===== src/rtl/gtg_pkg.sv =====
package gtg_pkg;

    localparam int CORDIC_ITERATIONS = 16;

    localparam int POS_W   = 32;
    localparam int QUAT_W  = 16;
    localparam int KP_W    = 24;
    localparam int SPD_W   = 23;
    localparam int VEL_W   = 24;
    localparam int CFG_W   = 24;
    localparam int FRAC_W  = 16;

    localparam int OFS_W   = POS_W + 1;
    localparam int PROD_W  = 2 * QUAT_W;
    localparam int OPD_W   = 35;
    localparam int WIDE_W  = 64;
    localparam int ANG_W   = 35;
    localparam int DIFF_W  = ANG_W + 1;
    localparam int ERR_W   = 34;
    localparam int ERR_LO_W = 16;
    localparam int SUM_W   = 59;
    localparam int RATE_SHIFT = 30;
    localparam int RATE_W  = SUM_W - RATE_SHIFT;

    localparam int NORM_EXP   = 60;
    localparam int NORM_STEPS = 6;
    localparam int ATAN_LAT   = 1 + NORM_STEPS + CORDIC_ITERATIONS;

    localparam int SQ_N_W    = 46;
    localparam int SQ_STEPS  = SQ_N_W / 2;
    localparam int SQ_ROOT_W = SQ_STEPS;
    localparam int SQ_REM_W  = SQ_ROOT_W + 3;

    localparam int DIV_NUM_W  = 40;
    localparam int DIV_STEPS  = 24;
    localparam int DIV_REM_W  = SQ_ROOT_W;

    localparam int BACK_LAT = ATAN_LAT + 5 + SQ_STEPS + 1 + DIV_STEPS;

    localparam int QUEUE_DEPTH = 4;
    localparam int QUEUE_AW    = 2;

    localparam longint ANG_PI      = 64'sd3373259426;
    localparam longint ANG_HALF_PI = 64'sd1686629713;
    localparam longint ANG_TWO_PI  = 64'sd6746518852;

    localparam logic [31:0] ATAN_TAB [0:23] = '{
        32'd843314857, 32'd497837829, 32'd263043837, 32'd133525159,
        32'd67021687,  32'd33543516,  32'd16775851,  32'd8388437,
        32'd4194283,   32'd2097149,   32'd1048576,   32'd524288,
        32'd262144,    32'd131072,    32'd65536,     32'd32768,
        32'd16384,     32'd8192,      32'd4096,      32'd2048,
        32'd1024,      32'd512,       32'd256,       32'd128
    };

    typedef enum logic [1:0] {
        CFG_KP   = 2'd0,
        CFG_LMAX = 2'd1,
        CFG_AMAX = 2'd2
    } t_cfg_idx;

    typedef struct packed {
        logic signed [POS_W-1:0]  goal_x;
        logic signed [POS_W-1:0]  goal_y;
        logic signed [POS_W-1:0]  robot_x;
        logic signed [POS_W-1:0]  robot_y;
        logic signed [QUAT_W-1:0] quat_x;
        logic signed [QUAT_W-1:0] quat_y;
        logic signed [QUAT_W-1:0] quat_z;
        logic signed [QUAT_W-1:0] quat_w;
    } t_in_beat;

    typedef struct packed {
        logic signed [VEL_W-1:0] linear_velocity;
        logic signed [VEL_W-1:0] angular_velocity;
    } t_out_beat;

    typedef struct packed {
        logic signed [OPD_W-1:0] dx;
        logic signed [OPD_W-1:0] dy;
        logic signed [OPD_W-1:0] num;
        logic signed [OPD_W-1:0] den;
        logic                    yaw_zero;
    } t_job;

    typedef struct packed {
        logic [KP_W-1:0]  kp;
        logic [SPD_W-1:0] lmax;
        logic [SPD_W-1:0] amax;
    } t_cfg;

endpackage


===== src/rtl/gtg_queue.sv =====
module gtg_queue (
    input  logic          i_clk,
    input  logic          i_rst_n,
    input  logic          i_push,
    input  gtg_pkg::t_job i_data,
    output logic          o_full,
    input  logic          i_pop,
    output logic          o_empty,
    output gtg_pkg::t_job o_data
);

    gtg_pkg::t_job r_mem [gtg_pkg::QUEUE_DEPTH];
    logic [gtg_pkg::QUEUE_AW-1:0] r_wr, r_rd;
    logic [gtg_pkg::QUEUE_AW:0]   r_cnt;

    assign o_full  = (r_cnt == (gtg_pkg::QUEUE_AW+1)'(gtg_pkg::QUEUE_DEPTH));
    assign o_empty = (r_cnt == '0);
    assign o_data  = r_mem[r_rd];

    always_ff @(posedge i_clk) begin
        if (!i_rst_n) begin
            r_wr  <= '0;
            r_rd  <= '0;
            r_cnt <= '0;
        end else begin
            if (i_push) begin
                r_wr <= r_wr + 1'b1;
            end
            if (i_pop) begin
                r_rd <= r_rd + 1'b1;
            end
            if (i_push && !i_pop) begin
                r_cnt <= r_cnt + 1'b1;
            end else if (i_pop && !i_push) begin
                r_cnt <= r_cnt - 1'b1;
            end
        end
        if (i_push) begin
            r_mem[r_wr] <= i_data;
        end
    end

    a_no_overflow: assert property (@(posedge i_clk) disable iff (!i_rst_n)
        o_full |-> !i_push)
        else $error("Queue written while full.");

    a_no_underflow: assert property (@(posedge i_clk) disable iff (!i_rst_n)
        o_empty |-> !i_pop)
        else $error("Queue read while empty.");

endmodule


===== config.mk =====
export PLATFORM = sky130hd
export DESIGN_NAME = gtg_queue
export DESIGN_NICKNAME = d
export VERILOG_FILES = /design/src/rtl/gtg_pkg.sv /design/src/rtl/gtg_queue.sv
export SDC_FILE = /design/constraint.sdc
export NUM_CORES = 1
export LEC_CHECK = 0
export ABC_AREA = 1
export BUFFER_PORTS_ARGS = -buffer_cell sky130_fd_sc_hd__clkbuf_2
export CORE_AREA = 5 5 298 300
export CTS_CLUSTER_DIAMETER = 40
export CTS_CLUSTER_SIZE = 30
export DETAILED_ROUTE_END_ITERATION = 12
export DIE_AREA = 0 0 303 305
export HOLD_SLACK_MARGIN = 0.12
export PLACE_DENSITY = 0.51
export SLEW_MARGIN = 30
export SYNTH_ARGS = -nofsm -noshare
export SYNTH_HDL_FRONTEND = slang
export SYNTH_SLANG_ARGS = --single-unit

===== constraint.sdc =====
create_clock -name i_clk -period 4.9 [get_ports i_clk]
set_input_delay 0.49 -clock i_clk [delete_from_list [all_inputs] [get_ports i_clk]]
set_output_delay 0.49 -clock i_clk [all_outputs]
set_load 0.05 [all_outputs]

==> Implementation_results.wiki <==
{| class="wikitable"
! Metric !! Value
|-
| Average cell area after synthesis || 14.9 um^2
|-
| Clock-pin slew reported for the worst setup and hold paths after clock tree synthesis || ~60 ps
|-
| Deepest clock path buffer count || 3
|-
| Final worst clock skew || 30.0 ps
|-
| GRT Resource Usage Total || a little under an eighth
|-
| Via total after detailed routing || roughly 14000
|-
| Final setup margin || roughly 1400 ps
|-
| Highest attainable clock frequency || ~0.29 GHz
|-
| Post-synthesis sequential area ratio || about four fifths
|-
| Pin count of the biggest net entering global routing || 142
|-
| Post-route worst hold slack || roughly 220 ps
|-
| Flop pwr share || 42.1%
|-
| Row Count || between 100 and 150
|-
| Final design area excluding fillers || approximately 28000 um^2
|-
| Leak pwr || 9.89 nW
|-
| Reg area || between 15000 and 20000 um^2
|-
| Initial antenna violation count || 5
|-
| Most frequent cells in the layout || sky130_fd_sc_hd__edfxtp_1, sky130_fd_sc_hd__nor2_1, sky130_fd_sc_hd__clkbuf_2
|-
| Switching power || 0.00365 W
|-
| Vias in the first global route || around 14000
|-
| Global-route wire length before repair || 82800 um
|-
| Share of the clock period used by the worst path || a little under three quarters
|-
| Dpl ws || 2000 ps
|-
| Worst skew pair latency || about 630 ps
|-
| Post-synthesis to final-layout area growth || 33.5%
|-
| TritonCTS buffer count || 88
|-
| Number of max-slew violations in the final report || 0
|-
| Number of H-tree levels || 3
|-
| Post-synthesis cell type with the largest combined area || sky130_fd_sc_hd__edfxtp_1
|-
| Netlist area before placement || 21200 um^2
|-
| Power share of the clock group || a little under half
|-
| Commonest non-fill, non-tap cell in the layout || sky130_fd_sc_hd__edfxtp_1
|-
| Number of nets in the layout || 2014
|-
| DRC violation total after the first TritonRoute iteration || a little under 800
|-
| Ranking of synthesized cells by area || sky130_fd_sc_hd__edfxtp_1, sky130_fd_sc_hd__o21ai_0, sky130_fd_sc_hd__nor2_1
|-
| Required time of the worst setup path || between 4000 and 5000 ps
|-
| Via/cell ratio || 4.38
|-
| DRC violations left || 0
|-
| Total grt overflow || 0
|-
| VDD IR-drop max || 0.388 mV
|-
| Clock tree from TritonCTS || done
|-
| Net count of the mapped netlist || between 1500 and 2000
|-
| Count of yosys warnings during synthesis || 0
|-
| Hold Fails Final Rpt || 0
|-
| Slew at the pin closest to its max-slew limit || around 900 ps
|-
| Routability congestion estimate from global placement || 0.695
|-
| Die width || slightly above 300 um
|-
| Filler cells || approximately 8400
|-
| Layout cells sized above 1 || 23.5%
|-
| Count of different cell masters after synthesis || 20
|-
| Synth Instances || 1421
|-
| Detailed-route wire length || 55300 um
|-
| WL per Instance || approximately 18 um
|-
| Cell-internal power || ~0.0098 W
|-
| Launching element type of the critical path || flip-flop
|-
| Part of the total power dissipated in combinational logic || a little under an eighth
|-
| Initial core utilization || between 20% and 30%
|-
| Drt pass-1 iters || 4
|-
| Dpl cell area || around 24000 um^2
|-
| Setup TNS || 0 ps
|-
| Flip-flop and latch count after synthesis || about 570
|-
| Setup slack of the most critical reg-to-reg path || 2730 ps
|-
| Chip height || ~310 um
|-
| Critical-path maximum fanout || about 130
|-
| Clock root buffer || sky130_fd_sc_hd__clkbuf_16
|-
| Power density over the cells || 474 nW/um^2
|-
| Post-route ant nets || 0
|-
| Number of endpoints failing setup at the final stage || 0
|-
| Area taken by multi-input logic gates || 3560 um^2
|-
| Maximum Capacitance Violations || 0
|-
| Outcome || finished clean
|-
| Unrepaired setup endpoints after global routing || false
|-
| Crit path time final || 3510 ps
|-
| Detailed Place HPWL || 29700 um
|-
| Worst hold-check path type || input port to flip-flop
|-
| Port Buf Inserts || roughly 290
|-
| Placeable core region || between 80000 and 90000 um^2
|-
| Die area || 92400 um^2
|-
| I/O pin total || roughly 290
|-
| Worst Setup End Kind || primary output
|-
| Crit path kind || flip-flop to primary output
|-
| Synth top area share || between 70% and 80%
|-
| Data arrival time of the critical path || about 3000 ps
|-
| Switching fraction of total power || around 27%
|-
| Buffers inserted by post-CTS timing repair || 0
|-
| Headroom to the max-slew limit || around two fifths
|-
| TritonCTS Sinks || about 570
|}
-- per-layer routing --
metal / GRT usage [%] / up-vias / routed length, um
li1: - / 6312 / -
met1: 14.0 / 6759 / 22900
met2: 19.8 / 373 / 27200
met3: 3.78 / 98 / 3900
met4: 3.92 / 2 / 1350
met5: 0 / - / 13
-- power groups by stage --
stage / combinational, W / clock (W) / sequential [W]
2_1_floorplan: 0.00103 / 0 / 0.00577
3_3_place_gp: 0.00149 / 0 / 0.00575
3_5_place_dp: 0.00152 / 0 / 0.00576
4_1_cts: 0.00162 / 0.00636 / 0.00566
5_1_grt: 0.00170 / 0.00660 / 0.00567
6_report: 0.00159 / 0.00619 / 0.00566
-- state kept, by name, indices dropped and copies added (netlist names), named ones only --
register and flops:
r_wr 2, r_cnt 3, r_mem 564, r_rd 2
-- worst max-delay path, cell delays in order (launching register included) --
cell and delay (ps):
sky130_fd_sc_hd__dfxtp_4 440, sky130_fd_sc_hd__inv_8 610, sky130_fd_sc_hd__buf_4 530, sky130_fd_sc_hd__o21ai_0 140
sky130_fd_sc_hd__o22ai_1 260, sky130_fd_sc_hd__clkbuf_2 330
-- Yosys cell counts, drive strengths merged --
cell    count
edfxtp    564
nand4       1
ha          5
buf        55
dfxtp       9
fa          1
nor2      287
nor3        2
o21ai     288
nand2       9
nand3       1
a21oi       4
clkbuf     37
o22ai     141
inv        17
-- repair_timing --
action,CTS,global route
resized for setup,0,0
hold buffers,142,0
hold endpoints to repair,568,0
endpoints found under the setup margin,0,0
-- cell type report --
| cell class | instances | area share, % |
|---|---|---|
| Sequential cell | 573 | 60.5 |
| Multi-Input combinational cell | 739 | 12.6 |
| Timing Repair Buffer | 444 | 10.9 |
| Clock buffer | 97 | 7.97 |
| Tap cell | 1155 | 5.10 |
| Clock inverter | 66 | 2.66 |
| Inverter | 17 | 0.331 |
| Antenna cell | 4 | 0.0353 |
-- metrics by stage --
stage               total power (W)  util (%)  cells
floorplan                   0.00679         -   1421
global placement            0.00724      27.8   2786
detailed placement          0.00728      27.8   2786
CTS                          0.0136      32.9   3091
global route                 0.0140      33.0   3093
finish                       0.0134      33.0   3095
-- final timing paths --
path / start / end / cells after the start
worst max-delay path: flip-flop / o_data[91] / 5
worst min-delay path: i_pop / r_rd[0] / 4
worst max register to register: r_wr[1] / r_mem[3][100] / 4
worst min register to register: r_rd[1] / flip-flop / 1
-- logic make-up (layout without fill, tap and decap cells) --
family / after synthesis / after routing / synth area share (%)
DFF: 573 / 573 / 80.6
other: 0 / 4 / 0
and+or+nand+nor: 300 / 300 / 5.34
adders and majority gates: 6 / 6 / 0.389
AOI/OAI and AO/OA: 433 / 433 / 11.0
buffers and inverters: 109 / 624 / 2.59
Power figures use the tool's default switching activity.
